--- src/rtl/pid_with_deadband_and_clamps_core_macros.svh ---
// assertion macros shared by the pid core
`ifndef PID_WITH_DEADBAND_AND_CLAMPS_CORE_MACROS_SVH
`define PID_WITH_DEADBAND_AND_CLAMPS_CORE_MACROS_SVH

// checked property, switched off while reset is high
`define PID_ASSERT(lbl, clk, rst, prop, msg) \
   lbl: assert property (@(posedge clk) disable iff (rst) prop) else $error(msg);

// checked property, live through reset as well
`define PID_ASSERT_NR(lbl, clk, prop, msg) \
   lbl: assert property (@(posedge clk) prop) else $error(msg);

`endif

--- src/rtl/pid_dbc_pkg.sv ---
// types and constants of the pid core
`timescale 1ns / 1ps

package pid_dbc_pkg;

   localparam int DATA_W      = 32;
   localparam int PERIOD_W    = 16;
   localparam int PERIOD_FRAC = 16;
   localparam int DEAD_W      = 31;
   localparam int CSR_IDX_W   = 3;
   localparam int LIMIT_UNITS = 1000;

   localparam int MUL_STEPS = DATA_W;
   localparam int MUL_CNT_W = $clog2(MUL_STEPS + 1);
   localparam int DIV_W     = DATA_W + PERIOD_FRAC;
   localparam int DIV_STEPS = DIV_W;
   localparam int DIV_CNT_W = $clog2(DIV_STEPS + 1);

   localparam logic signed [DATA_W-1:0] DATA_MAX = {1'b0, {(DATA_W-1){1'b1}}};
   localparam logic signed [DATA_W-1:0] DATA_MIN = {1'b1, {(DATA_W-1){1'b0}}};

   typedef enum logic [CSR_IDX_W-1:0] {
      REG_GAIN_P,
      REG_GAIN_I,
      REG_GAIN_D,
      REG_DRIVE_MIN,
      REG_DRIVE_MAX,
      REG_ACCUM_MIN,
      REG_ACCUM_MAX,
      REG_DEAD_ZONE
   } csr_reg_type;

   typedef enum logic [3:0] {
      S_IDLE,
      S_ERR,
      S_DEAD,
      S_LAUNCH,
      S_DLOAD,
      S_WAIT0,
      S_ACC,
      S_ACLAMP,
      S_KI,
      S_WAIT1,
      S_DSAT,
      S_KD,
      S_WAIT2,
      S_SUM1,
      S_SUM2,
      S_OUT
   } state_type;

   typedef struct packed {
      logic                     start;
      logic signed [DATA_W-1:0] a;
      logic signed [DATA_W-1:0] b;
   } mul_cmd_type;

   typedef struct packed {
      logic                       busy;
      logic signed [2*DATA_W-1:0] product;
   } mul_stat_type;

endpackage

--- src/rtl/pid_dbc_smul.sv ---
// bit-serial signed 32 x 32 multiplier, one multiplier bit per cycle
`timescale 1ns / 1ps

module pid_dbc_smul
   import pid_dbc_pkg::*;
(
   input  logic         clock,
   input  logic         reset,
   input  mul_cmd_type  cmd,
   output mul_stat_type stat
);

   logic signed [DATA_W-1:0] a_ff, a_in;
   logic [DATA_W-1:0]        b_ff, b_in;
   logic [DATA_W-1:0]        lo_ff, lo_in;
   logic signed [DATA_W:0]   hi_ff, hi_in;
   logic [MUL_CNT_W-1:0]     cnt_ff, cnt_in;

   logic signed [DATA_W+1:0] a_ext;
   logic signed [DATA_W+1:0] addend;
   logic signed [DATA_W+1:0] psum;

   assign a_ext = {a_ff[DATA_W-1], a_ff[DATA_W-1], a_ff};

   // sign bit of the multiplier carries negative weight
   always_comb begin
      addend = '0;
      if (b_ff[0]) begin
         if (cnt_ff == MUL_CNT_W'(1)) begin
            addend = -a_ext;
         end else begin
            addend = a_ext;
         end
      end
   end

   assign psum = {hi_ff[DATA_W], hi_ff} + addend;

   always_comb begin
      a_in   = a_ff;
      b_in   = b_ff;
      hi_in  = hi_ff;
      lo_in  = lo_ff;
      cnt_in = cnt_ff;
      if (cmd.start) begin
         a_in   = cmd.a;
         b_in   = cmd.b;
         hi_in  = '0;
         cnt_in = MUL_CNT_W'(MUL_STEPS);
      end else if (cnt_ff != '0) begin
         hi_in  = psum[DATA_W+1:1];
         lo_in  = {psum[0], lo_ff[DATA_W-1:1]};
         b_in   = {1'b0, b_ff[DATA_W-1:1]};
         cnt_in = cnt_ff - MUL_CNT_W'(1);
      end
   end

   always_ff @(posedge clock) begin
      if (reset) begin
         cnt_ff <= '0;
      end else begin
         cnt_ff <= cnt_in;
      end
   end

   always_ff @(posedge clock) begin
      a_ff  <= a_in;
      b_ff  <= b_in;
      hi_ff <= hi_in;
      lo_ff <= lo_in;
   end

   assign stat.busy    = (cnt_ff != '0);
   assign stat.product = {hi_ff[DATA_W-1:0], lo_ff};

endmodule

--- src/rtl/pid_with_deadband_and_clamps_core.sv ---
// top level of the positional pid core with deadband and clamps
`timescale 1ns / 1ps
`include "pid_with_deadband_and_clamps_core_macros.svh"

// Positional PID controller in signed fixed point (FRAC_BITS fraction bits,
// Q16.16 by default). An update beat runs from acceptance to its drive beat
// through these steps: the error and deadband are formed in their own states,
// then two bit-serial multipliers form error*period and Kp*error while a
// 48-step restoring divider works out the derivative (skipped when no
// derivative is formed); Ki*integral runs as soon as the integral is clamped,
// and Kd*derivative follows the divider, which makes the divide plus one
// multiply the critical path. A new beat is taken once the drive beat sits in
// the output register, even if it is still stalled. A reset beat clears the
// integral, the previous error and the first-update flag and gives no drive
// beat. Register writes are taken while the core is idle; a write to either
// integral limit re-clamps the stored integral.
module pid_with_deadband_and_clamps_core
   import pid_dbc_pkg::*;
#(
   parameter int FRAC_BITS = 16
) (
   input  logic                     clock,
   input  logic                     reset,
   input  logic                     req_valid,
   output logic                     req_stall,
   input  logic                     req_kind,
   input  logic signed [DATA_W-1:0] req_setpoint,
   input  logic signed [DATA_W-1:0] req_measured,
   input  logic [PERIOD_W-1:0]      req_period,
   output logic                     rsp_valid,
   input  logic                     rsp_stall,
   output logic signed [DATA_W-1:0] rsp_drive,
   input  logic                     csr_valid,
   output logic                     csr_ready,
   input  logic [CSR_IDX_W-1:0]     csr_index,
   input  logic [DATA_W-1:0]        csr_data
);

   localparam int TERM_W = 2*DATA_W - FRAC_BITS;
   localparam int SUM_W  = TERM_W + 2;

   localparam logic signed [63:0] LIM_RAW = 64'(LIMIT_UNITS) <<< FRAC_BITS;
   localparam logic signed [63:0] LIM_CAP = 64'sd2147483647;
   localparam logic signed [DATA_W-1:0] LIM_HI =
      (LIM_RAW > LIM_CAP) ? LIM_CAP[DATA_W-1:0] : LIM_RAW[DATA_W-1:0];
   localparam logic signed [DATA_W-1:0] LIM_LO = -LIM_HI;

   function automatic logic signed [DATA_W-1:0] clamp_word(
      input logic signed [DATA_W:0]   v,
      input logic signed [DATA_W-1:0] lo,
      input logic signed [DATA_W-1:0] hi
   );
      logic signed [DATA_W:0]   lo_x;
      logic signed [DATA_W:0]   hi_x;
      logic signed [DATA_W-1:0] r;
      lo_x = {lo[DATA_W-1], lo};
      hi_x = {hi[DATA_W-1], hi};
      if (v < lo_x) begin
         r = lo;
      end else if (v > hi_x) begin
         r = hi;
      end else begin
         r = v[DATA_W-1:0];
      end
      return r;
   endfunction

   function automatic logic signed [DATA_W-1:0] clamp_sum(
      input logic signed [SUM_W-1:0]  v,
      input logic signed [DATA_W-1:0] lo,
      input logic signed [DATA_W-1:0] hi
   );
      logic signed [SUM_W-1:0]  lo_x;
      logic signed [SUM_W-1:0]  hi_x;
      logic signed [DATA_W-1:0] r;
      lo_x = {{(SUM_W-DATA_W){lo[DATA_W-1]}}, lo};
      hi_x = {{(SUM_W-DATA_W){hi[DATA_W-1]}}, hi};
      if (v < lo_x) begin
         r = lo;
      end else if (v > hi_x) begin
         r = hi;
      end else begin
         r = v[DATA_W-1:0];
      end
      return r;
   endfunction

   state_type state_ff, state_in;

   logic signed [DATA_W-1:0] gain_p_ff, gain_p_in;
   logic signed [DATA_W-1:0] gain_i_ff, gain_i_in;
   logic signed [DATA_W-1:0] gain_d_ff, gain_d_in;
   logic signed [DATA_W-1:0] drive_min_ff, drive_min_in;
   logic signed [DATA_W-1:0] drive_max_ff, drive_max_in;
   logic signed [DATA_W-1:0] accum_min_ff, accum_min_in;
   logic signed [DATA_W-1:0] accum_max_ff, accum_max_in;
   logic [DEAD_W-1:0]        dead_zone_ff, dead_zone_in;

   logic signed [DATA_W-1:0] accum_ff, accum_in;
   logic signed [DATA_W-1:0] last_err_ff, last_err_in;
   logic                     first_ff, first_in;

   logic signed [DATA_W-1:0] sp_ff, sp_in;
   logic signed [DATA_W-1:0] meas_ff, meas_in;
   logic [PERIOD_W-1:0]      dt_ff, dt_in;
   logic signed [DATA_W-1:0] err_ff, err_in;
   logic signed [DATA_W:0]   diff_ff, diff_in;
   logic                     use_d_ff, use_d_in;
   logic signed [DATA_W:0]   acc_sum_ff, acc_sum_in;
   logic signed [DATA_W-1:0] deriv_ff, deriv_in;
   logic signed [TERM_W-1:0] term_p_ff, term_p_in;
   logic signed [SUM_W-1:0]  sum_ff, sum_in;

   logic [DIV_W-1:0]         div_q_ff, div_q_in;
   logic [PERIOD_W-1:0]      div_rem_ff, div_rem_in;
   logic                     div_neg_ff, div_neg_in;
   logic [DIV_CNT_W-1:0]     div_cnt_ff, div_cnt_in;

   logic                     rsp_valid_ff, rsp_valid_in;
   logic signed [DATA_W-1:0] rsp_drive_ff, rsp_drive_in;

   mul_cmd_type  mul0_cmd, mul1_cmd;
   mul_stat_type mul0_stat, mul1_stat;

   logic div_load;
   logic out_load;
   logic req_take;
   logic csr_take;

   logic signed [DATA_W:0]   err_diff;
   logic [DATA_W:0]          err_mag;
   logic [DATA_W:0]          diff_mag;
   logic [PERIOD_W:0]        div_trial;
   logic [PERIOD_W:0]        div_sub;
   logic                     div_ge;
   logic                     div_big_neg;
   logic                     div_big_pos;
   logic signed [DATA_W-1:0] deriv_sat;
   logic signed [DATA_W-1:0] inc;
   logic signed [TERM_W-1:0] term0;
   logic signed [TERM_W-1:0] term1;

   pid_dbc_smul u_mul0 (
      .clock (clock),
      .reset (reset),
      .cmd   (mul0_cmd),
      .stat  (mul0_stat)
   );

   pid_dbc_smul u_mul1 (
      .clock (clock),
      .reset (reset),
      .cmd   (mul1_cmd),
      .stat  (mul1_stat)
   );

   assign req_take = req_valid && !req_stall;
   assign csr_take = csr_valid && csr_ready;

   assign err_diff  = {sp_ff[DATA_W-1], sp_ff} - {meas_ff[DATA_W-1], meas_ff};
   assign err_mag   = err_ff[DATA_W-1] ? -{err_ff[DATA_W-1], err_ff}
                                       : {err_ff[DATA_W-1], err_ff};
   assign diff_mag  = diff_ff[DATA_W] ? -diff_ff : diff_ff;
   assign div_trial = {div_rem_ff, div_q_ff[DIV_W-1]};
   assign div_sub   = div_trial - {1'b0, dt_ff};
   assign div_ge    = (div_trial >= {1'b0, dt_ff});

   assign div_big_neg = (div_q_ff[DIV_W-1:DATA_W] != '0) ||
                        (div_q_ff[DATA_W-1] && (div_q_ff[DATA_W-2:0] != '0));
   assign div_big_pos = (div_q_ff[DIV_W-1:DATA_W-1] != '0);

   always_comb begin
      if (div_neg_ff) begin
         deriv_sat = div_big_neg ? DATA_MIN : -div_q_ff[DATA_W-1:0];
      end else begin
         deriv_sat = div_big_pos ? DATA_MAX : div_q_ff[DATA_W-1:0];
      end
   end

   assign inc   = mul0_stat.product[DATA_W+PERIOD_FRAC-1:PERIOD_FRAC];
   assign term0 = mul0_stat.product[2*DATA_W-1:FRAC_BITS];
   assign term1 = mul1_stat.product[2*DATA_W-1:FRAC_BITS];

   // next state
   always_comb begin
      state_in = state_ff;
      case (state_ff)
         S_IDLE: begin
            if (req_valid && !req_kind) begin
               state_in = S_ERR;
            end
         end
         S_ERR:    state_in = S_DEAD;
         S_DEAD:   state_in = S_LAUNCH;
         S_LAUNCH: state_in = S_DLOAD;
         S_DLOAD:  state_in = S_WAIT0;
         S_WAIT0: begin
            if (!mul0_stat.busy && !mul1_stat.busy) begin
               state_in = S_ACC;
            end
         end
         S_ACC:    state_in = S_ACLAMP;
         S_ACLAMP: state_in = S_KI;
         S_KI:     state_in = S_WAIT1;
         S_WAIT1: begin
            if (div_cnt_ff == '0) begin
               state_in = S_DSAT;
            end
         end
         S_DSAT:   state_in = S_KD;
         S_KD:     state_in = S_WAIT2;
         S_WAIT2: begin
            if (!mul0_stat.busy && !mul1_stat.busy) begin
               state_in = S_SUM1;
            end
         end
         S_SUM1:   state_in = S_SUM2;
         S_SUM2:   state_in = S_OUT;
         S_OUT: begin
            if (!rsp_valid_ff || !rsp_stall) begin
               state_in = S_IDLE;
            end
         end
         default:  state_in = S_IDLE;
      endcase
   end

   // sequencer outputs
   always_comb begin
      req_stall     = 1'b1;
      csr_ready     = 1'b0;
      div_load      = 1'b0;
      out_load      = 1'b0;
      mul0_cmd      = '0;
      mul1_cmd      = '0;
      case (state_ff)
         S_IDLE: begin
            req_stall = 1'b0;
            csr_ready = 1'b1;
         end
         S_LAUNCH: begin
            mul0_cmd.start = 1'b1;
            mul0_cmd.a     = err_ff;
            mul0_cmd.b     = {{(DATA_W-PERIOD_W){1'b0}}, dt_ff};
            mul1_cmd.start = 1'b1;
            mul1_cmd.a     = gain_p_ff;
            mul1_cmd.b     = err_ff;
         end
         S_DLOAD: div_load = use_d_ff;
         S_KI: begin
            mul0_cmd.start = 1'b1;
            mul0_cmd.a     = gain_i_ff;
            mul0_cmd.b     = accum_ff;
         end
         S_KD: begin
            mul1_cmd.start = 1'b1;
            mul1_cmd.a     = gain_d_ff;
            mul1_cmd.b     = deriv_ff;
         end
         S_OUT: out_load = !rsp_valid_ff || !rsp_stall;
         default: begin
            req_stall = 1'b1;
         end
      endcase
   end

   // datapath next values
   always_comb begin
      gain_p_in    = gain_p_ff;
      gain_i_in    = gain_i_ff;
      gain_d_in    = gain_d_ff;
      drive_min_in = drive_min_ff;
      drive_max_in = drive_max_ff;
      accum_min_in = accum_min_ff;
      accum_max_in = accum_max_ff;
      dead_zone_in = dead_zone_ff;
      accum_in     = accum_ff;
      last_err_in  = last_err_ff;
      first_in     = first_ff;
      sp_in        = sp_ff;
      meas_in      = meas_ff;
      dt_in        = dt_ff;
      err_in       = err_ff;
      diff_in      = diff_ff;
      use_d_in     = use_d_ff;
      acc_sum_in   = acc_sum_ff;
      deriv_in     = deriv_ff;
      term_p_in    = term_p_ff;
      sum_in       = sum_ff;
      div_q_in     = div_q_ff;
      div_rem_in   = div_rem_ff;
      div_neg_in   = div_neg_ff;
      div_cnt_in   = div_cnt_ff;
      rsp_valid_in = rsp_valid_ff;
      rsp_drive_in = rsp_drive_ff;

      if (csr_take) begin
         case (csr_reg_type'(csr_index))
            REG_GAIN_P:    gain_p_in    = csr_data;
            REG_GAIN_I:    gain_i_in    = csr_data;
            REG_GAIN_D:    gain_d_in    = csr_data;
            REG_DRIVE_MIN: drive_min_in = csr_data;
            REG_DRIVE_MAX: drive_max_in = csr_data;
            REG_ACCUM_MIN: begin
               accum_min_in = csr_data;
               accum_in     = clamp_word({accum_ff[DATA_W-1], accum_ff},
                                         csr_data, accum_max_ff);
            end
            REG_ACCUM_MAX: begin
               accum_max_in = csr_data;
               accum_in     = clamp_word({accum_ff[DATA_W-1], accum_ff},
                                         accum_min_ff, csr_data);
            end
            REG_DEAD_ZONE: dead_zone_in = csr_data[DEAD_W-1:0];
            default: ;
         endcase
      end

      if (req_take) begin
         sp_in   = req_setpoint;
         meas_in = req_measured;
         dt_in   = req_period;
         if (req_kind) begin
            accum_in    = '0;
            last_err_in = '0;
            first_in    = 1'b1;
         end
      end

      // restoring divide, one quotient bit a cycle
      if (div_cnt_ff != '0) begin
         div_rem_in = div_ge ? div_sub[PERIOD_W-1:0] : div_trial[PERIOD_W-1:0];
         div_q_in   = {div_q_ff[DIV_W-2:0], div_ge};
         div_cnt_in = div_cnt_ff - DIV_CNT_W'(1);
      end

      case (state_ff)
         S_ERR: begin
            if (err_diff[DATA_W] != err_diff[DATA_W-1]) begin
               err_in = err_diff[DATA_W] ? DATA_MIN : DATA_MAX;
            end else begin
               err_in = err_diff[DATA_W-1:0];
            end
         end
         S_DEAD: begin
            if (err_mag <= {2'b00, dead_zone_ff}) begin
               err_in = '0;
            end
         end
         S_LAUNCH: begin
            diff_in     = {err_ff[DATA_W-1], err_ff} - {last_err_ff[DATA_W-1], last_err_ff};
            use_d_in    = (dt_ff != '0) && !first_ff;
            last_err_in = err_ff;
            first_in    = 1'b0;
         end
         S_DLOAD: begin
            if (div_load) begin
               div_neg_in = diff_ff[DATA_W];
               div_q_in   = {diff_mag[DATA_W-1:0], {PERIOD_FRAC{1'b0}}};
               div_rem_in = '0;
               div_cnt_in = DIV_CNT_W'(DIV_STEPS);
            end
         end
         S_ACC: begin
            acc_sum_in = {accum_ff[DATA_W-1], accum_ff} + {inc[DATA_W-1], inc};
         end
         S_ACLAMP: begin
            if (dt_ff != '0) begin
               accum_in = clamp_word(acc_sum_ff, accum_min_ff, accum_max_ff);
            end
         end
         S_DSAT: begin
            deriv_in = use_d_ff ? deriv_sat : '0;
         end
         S_KD: begin
            term_p_in = term1;
         end
         S_SUM1: begin
            sum_in = {{2{term_p_ff[TERM_W-1]}}, term_p_ff} + {{2{term0[TERM_W-1]}}, term0};
         end
         S_SUM2: begin
            sum_in = sum_ff + {{2{term1[TERM_W-1]}}, term1};
         end
         default: ;
      endcase

      if (out_load) begin
         rsp_valid_in = 1'b1;
         rsp_drive_in = clamp_sum(sum_ff, drive_min_ff, drive_max_ff);
      end else if (!rsp_stall) begin
         rsp_valid_in = 1'b0;
      end
   end

   always_ff @(posedge clock) begin
      if (reset) begin
         state_ff     <= S_IDLE;
         gain_p_ff    <= '0;
         gain_i_ff    <= '0;
         gain_d_ff    <= '0;
         drive_min_ff <= LIM_LO;
         drive_max_ff <= LIM_HI;
         accum_min_ff <= LIM_LO;
         accum_max_ff <= LIM_HI;
         dead_zone_ff <= '0;
         accum_ff     <= '0;
         last_err_ff  <= '0;
         first_ff     <= 1'b1;
         div_cnt_ff   <= '0;
         rsp_valid_ff <= 1'b0;
      end else begin
         state_ff     <= state_in;
         gain_p_ff    <= gain_p_in;
         gain_i_ff    <= gain_i_in;
         gain_d_ff    <= gain_d_in;
         drive_min_ff <= drive_min_in;
         drive_max_ff <= drive_max_in;
         accum_min_ff <= accum_min_in;
         accum_max_ff <= accum_max_in;
         dead_zone_ff <= dead_zone_in;
         accum_ff     <= accum_in;
         last_err_ff  <= last_err_in;
         first_ff     <= first_in;
         div_cnt_ff   <= div_cnt_in;
         rsp_valid_ff <= rsp_valid_in;
      end
   end

   always_ff @(posedge clock) begin
      sp_ff        <= sp_in;
      meas_ff      <= meas_in;
      dt_ff        <= dt_in;
      err_ff       <= err_in;
      diff_ff      <= diff_in;
      use_d_ff     <= use_d_in;
      acc_sum_ff   <= acc_sum_in;
      deriv_ff     <= deriv_in;
      term_p_ff    <= term_p_in;
      sum_ff       <= sum_in;
      div_q_ff     <= div_q_in;
      div_rem_ff   <= div_rem_in;
      div_neg_ff   <= div_neg_in;
      rsp_drive_ff <= rsp_drive_in;
   end

   assign rsp_valid = rsp_valid_ff;
   assign rsp_drive = rsp_drive_ff;

   `PID_ASSERT(a_rsp_from_out, clock, reset, $rose(rsp_valid_ff) |-> $past(state_ff == S_OUT), "drive beat loaded outside output state")
   `PID_ASSERT(a_mul0_free, clock, reset, mul0_cmd.start |-> !mul0_stat.busy, "multiplier restarted while busy")
   `PID_ASSERT(a_div_done, clock, reset, (state_ff == S_DSAT) |-> (div_cnt_ff == '0), "derivative taken before divide finished")
   `PID_ASSERT(a_accum_clamped, clock, reset, (state_ff == S_ACLAMP && dt_ff != '0 && accum_min_ff <= accum_max_ff) |=> (accum_ff >= accum_min_ff && accum_ff <= accum_max_ff), "integral outside its limits")
   `PID_ASSERT_NR(a_reset_quiet, clock, reset |=> (!rsp_valid_ff && state_ff == S_IDLE), "core not idle after reset")

endmodule
--- config.mk ---
export PLATFORM = sky130hd
export DESIGN_NAME = pid_with_deadband_and_clamps_core
export DESIGN_NICKNAME = d
export VERILOG_FILES = /design/src/rtl/pid_dbc_pkg.sv /design/src/rtl/pid_dbc_smul.sv /design/src/rtl/pid_with_deadband_and_clamps_core.sv
export VERILOG_INCLUDE_DIRS = /design/src /design/src/rtl
export SDC_FILE = /design/constraint.sdc
export NUM_CORES = 2
export LEC_CHECK = 0
export ABC_CLOCK_PERIOD_IN_PS = 8000
export CAP_MARGIN = 15
export CORE_MARGIN = 2
export CORE_UTILIZATION = 50
export CTS_BUF_LIST = sky130_fd_sc_hd__clkbuf_4
export CTS_CLUSTER_DIAMETER = 60
export DETAILED_ROUTE_END_ITERATION = 8
export DONT_BUFFER_PORTS = 1
export PLACE_DENSITY = 0.75
export SLEW_MARGIN = 20
export SYNTH_ARGS = -nofsm -noshare
export SYNTH_HDL_FRONTEND = slang
export SYNTH_SLANG_ARGS = --single-unit
--- constraint.sdc ---
create_clock -name clock -period 8 [get_ports clock]
set_clock_uncertainty 0.05 [all_clocks]
set_input_delay 2.4 -clock clock [delete_from_list [all_inputs] [get_ports clock]]
set_output_delay 2.4 -clock clock [all_outputs]
set_load 0.02 [all_outputs]
After elaboration in Yosys (flattened, before gate mapping)

Cells that the tools add are included.

Output and inout bits: 35
Bits of input ports: 121
Flip-flop bits (word level): 1007

Bitwise logic cells: 2
Reduce and logical (&&, ||, !) cells: 46
Add/subtract/negate cells: 16
Muxes and demuxes: 66
Order comparisons: 10
Equal/unequal tests: 32

Operators by type and width:

| kind             | count |
|---|---|
| $mux 32          | 27 |
| $pmux 65 s2      | 2 |
| $mux 48          | 3 |
| $mux 34          | 4 |
| $pmux 32 s2      | 2 |
| $pmux 50 s2      | 1 |
| $add 34x34->34   | 2 |
| $neg 32->34      | 2 |
| $sub 32x32->33   | 2 |
| $gt 32x32->1     | 2 |
| $lt 32x32->1     | 2 |
| $mux 16          | 4 |
| $neg 32->32      | 2 |
| $pmux 4 s16      | 1 |
| $add 50x50->50   | 1 |
| $gt 50x32->1     | 1 |
| $lt 50x32->1     | 1 |
| $add 48x48->49   | 1 |
| $mux 6           | 7 |
| $add 32x32->33   | 1 |
| $gt 33x32->1     | 1 |
| $le 33x31->1     | 1 |
| $lt 33x32->1     | 1 |
| $mux 33          | 1 |
| other kinds (32) | 100 |

Longest topological paths before layout

Depth in word-level cells: 9
Mapped depth: 21
Depth with buffers taken out: 21

Modules after synthesis

A second synthesis with hierarchy kept.

Cells, all modules: 7223
Area, all modules: 65041.1 µm²

Modules (own cells, without submodules):

| module                            | area each (µm²) | instances | cells an instance |
|---|---|---|---|
| pid_with_deadband_and_clamps_core | 50006.7         | 1         | 5777 |
| pid_dbc_smul                      | 7517.2          | 2         | 723 |

Least setup slack after synthesis

OpenSTA, ideal clock, no wires.

Path type: reg-to-reg
Start point: register err_ff[4]
End point: register err_ff[0], enable pin
Buffers on the path: 1
Slack: 2.131 ns
Data required time: 7.518 ns
Stages on the path, launching flop included: 16
Setup time: 0.432 ns
Arrival: 5.387 ns
Period minus slack after synthesis: 5.869 ns
Path through: edfxtp_1 clkbuf_1 or4_1 nor4_1 nand3_1 or2_2 or3_1 or2_2 o21ai_0 xnor2_1 ha_1 nand4_1 or2_2 nor4_1 a21oi_1 a21oi_1

Longest elaborated chain between the ends: 5

Ends and longest elaborated chain:

| element                        | RTL line                                 | RTL |
|---|---|---|
| from (decl)                    | pid_with_deadband_and_clamps_core.sv:106 | `logic signed [DATA_W-1:0] err_ff, err_in;` |
| from (signal assigned)         | pid_with_deadband_and_clamps_core.sv:433 | `err_ff <= err_in;` |
| $neg 33->33                    | pid_with_deadband_and_clamps_core.sv:161 | `assign err_mag = err_ff[DATA_W-1] ? -{err_ff[DATA_W-1], err_ff}` |
| $mux 33 (*)                    | pid_with_deadband_and_clamps_core.sv:161 |  |
| $le 33x31->1 (*)               | pid_with_deadband_and_clamps_core.sv:346 | `if (err_mag <= {2'b00, dead_zone_ff}) begin` |
| $ne 2x2->1 (no line) (*)       | -                                        |  |
| $reduce_and 2->1 (no line) (*) | -                                        |  |

Every way passes the cells marked *; elsewhere a longest branch is shown, timed or not.
A chain may end at the register's enable or synchronous reset.

Final worst setup path

Start point: register err_ff[5]
End point: register err_ff[11], enable pin

Same word-level chain as after synthesis.

==> flow_metrics.tcl <==
set metrics [dict create \
    path_max_fanout 32 \
    tns_ns 0 \
    wl_mm 193 \
    htree_levels 5 \
    clock-sinks 975 \
    use_met1_pct 38.7 \
    synth_nets 7600 \
    grt_pass1_wl_mm 291 \
    maxSlewHeadroom_pct 18.9 \
    die_y_um 356 \
    seq_area_frac_synth_pct 39.6 \
    r2r_cells 13 \
    setup.worst_path.class "flip-flop to flip-flop" \
    tightest_slew_ns 1.22 \
    finalHoldViolCount 0 \
    min_delay_path_depth 2 \
    switchingPower_uw 9710 \
    met2_usage_pct 45.6 \
    yosys.area_share.simple_pct 15.6 \
    grt_pass1_vias 50478 \
    grt_start_max_net_pins 346 \
    max_cap_viol_count 0 \
    p_int_uw 13500 \
    clockBufferDepth 4 \
    ir_drop_v 0.000442 \
    areaGrowthSynthToFinish_pct 7.93 \
    via_count 53756 \
    pwr-share-comb_pct 45.2 \
    multi_input_area_mm2 0.0349 \
    synth_most_common_cell "nand2_1" \
    routedWlPerCell_um 22.0 \
    synth_top_family_by_area "compound AO/OA/AOI/OAI gates" \
    ctsResizeCount 0 \
    synth-edff-count 502 \
    first_pass_iters 8 \
    cts_tree "done" \
    antenna_found_initial 7 \
    setup_viol 0 \
    netlist_top_cells_count "nand2_1 (982), a21oi_1 (691), ha_1 (575)" \
    synthCells 6896 \
    ys_types 83 \
    n_fill_cell 11064 \
    finalCriticalPeriod_ns 5.72 \
    grt_setup_unrepaired "false" \
    post-route-util_pct 54.2 \
    yosys_warnings 0 \
    seqPwrFrac_pct 34.7 \
    fin_nets 7598 \
    status "finished, final reports clean" \
    end_kind "flip-flop" \
    critical_path_required_ns 8.75 \
    power_density_mw_per_mm2 347 \
    initial_core_util_pct 50.2 \
    via_per_inst 6.15 \
    dpl.hpwl_mm 139 \
    ff_latch_area_mm2 0.0245 \
    period_share_pct 71.5 \
    die_area_mm2 0.127 \
    slew_viol_final 0 \
    cts_buffers 284 \
    use_met3_pct 7.28 \
    clockRootBuffer "clkbuf_4" \
    num_rows 129 \
    avgSynthCellArea_um2 8.98 \
    synthArstFlopShare_pct 0 \
    clk_pin_slew_ns 0.06 \
    synth_largest_area_cell "edfxtp_1" \
    globalRouteTotalUtil_pct 29.6 \
    synth_top_flop_cell "edfxtp_1" \
    grt_overflow 0 \
    cp.arrival_ns 6.47 \
    drt_iter0_markers 5937 \
    ios 156 \
    synth_top_cell_area_share_pct 24.3 \
    gp_congestion 0.996 \
    clockPowerShare_pct 20.1 \
    ys_ff_latch 975 \
    port_buffers 0 \
    cts-hold-fix-buffers 0 \
    synth_compound_area_share_pct 20.6 \
    p_leak_uw 0.0271 \
    p_sw_share_pct 41.8 \
    synth_area_leaders "edfxtp_1 (24%), dfxtp_1 (15%), ha_1 (12%), nand2_1 (6.0%), a21oi_1 (5.6%)" \
    drive_gt1_share_pct 8.72 \
    drc 0 \
    core_area_mm2 0.123 \
    min_path_type "flip-flop to flip-flop" \
    synth_xor_area_share_pct 4.71 \
    ant_nets 0 \
    synth_adder_area_share_pct 11.9 \
    critPathLaunchType "flip-flop" \
    top_usage_layer "met2" \
    synth_area_mm2 0.0619 \
    muxShareOfSynthArea_pct 3.19 \
    die_width_um 356 \
    clock_latency_ns 1.24 \
    cts_setup_buffers 0 \
    max_clock_freq_mhz 175 \
]
## final cells by class
type | instances | area share, %
sequential | 975 | 36.7
inverter | 369 | 2.07
tap | 1637 | 3.06
multi-input combinational | 5198 | 52.2
timing repair buffer | 66 | 0.741
clock inverter | 78 | 0.584
antenna | 7 | 0.0262
clock buffer | 410 | 4.60
## critical path, stage by stage, from the launching register on
cell and delay, ns:
edfxtp_1 0.54, or4_1 0.63, nor4_1 0.41, nand3_1 0.20, or2_2 0.33, or3_1 0.35
or2_2 0.32, o21ai_0 0.21, xnor2_1 0.16, ha_1 0.27, a21o_1 0.16, a2111oi_0 0.51
o221ai_1 0.28, a21oi_4 0.87
## power groups by stage
stage | Sequential [uW] | Clock [uW] | Combinational [uW]
finish | 8050 | 4660 | 10500
global route | 8130 | 4970 | 11700
CTS | 8000 | 4740 | 10400
detailed placement | 8100 | 0 | 10300
global placement | 8060 | 0 | 10000
floorplan | 7380 | 0 | 8220
## sequential cells by signal, summed over array words and instances (netlist names), 33 cells and up
signal        count
diff_ff          33
u_mul0.hi_ff     33
u_mul1.hi_ff     33
acc_sum_ff       33
term_p_ff        48
div_q_ff         48
sum_ff           50
## layout by cell type (no fill, tap or decap), drive strengths merged, types with 66 or more instances in the layout
master  netlist  layout
nor3        111     111
clkbuf      311     410
nor2        412     412
xnor2       224     224
o21ai       307     307
a22o         85      85
a31oi        72      72
a211oi       84      84
nor2b        73      73
inv         369     374
clkinv        0      69
nand2       983     983
edfxtp      502     502
nand4        80      80
ha          575     575
and2         83      83
mux2i       159     159
a21oi       691     691
nand3        80      80
buf          43      66
xor2        109     109
dfxtp       473     473
a21o        234     234
nand2b       86      86
## final timing paths
kind,from,end,slack (ns)
max,err_ff[5],err_ff[11],2.28
min,gain_d_ff[28],gain_d_ff[28],0.40
max reg2reg,err_ff[5],err_ff[11],2.28
min reg2reg,gain_d_ff[28],gain_d_ff[28],0.40
## kinds of logic after synthesis
logic type | Yosys count
adders and majority gates | 583
DFF | 975
buffers and inverters | 723
and+or+nand+nor | 2112
muxes | 193
xor gates and xnor gates | 333
AOI/OAI and AO/OA | 1977
## stage by stage
step | cell area (um^2) | hold slack, ns | total power [uW] | std cells | setup slack [ns]
global placement | 63400 | 0.388 | 18100 | 8245 | 2.17
CTS | 66800 | 0.404 | 23100 | 8733 | 2.40
finish | 66800 | 0.405 | 23200 | 8740 | 2.28
global route | 66800 | 0.421 | 24800 | 8736 | 2.04
detailed placement | 63400 | 0.397 | 18400 | 8245 | 2.15
floorplan | 61900 | 0.381 | 15600 | 6896 | 2.13
## layer usage
metal	vias up	part of all wire (%)
met5	-	0.016
met4	4	5.0
met3	491	11
met2	2631	44
met1	25439	41
li1	25191	-
(Power assumes the default switching activity.)
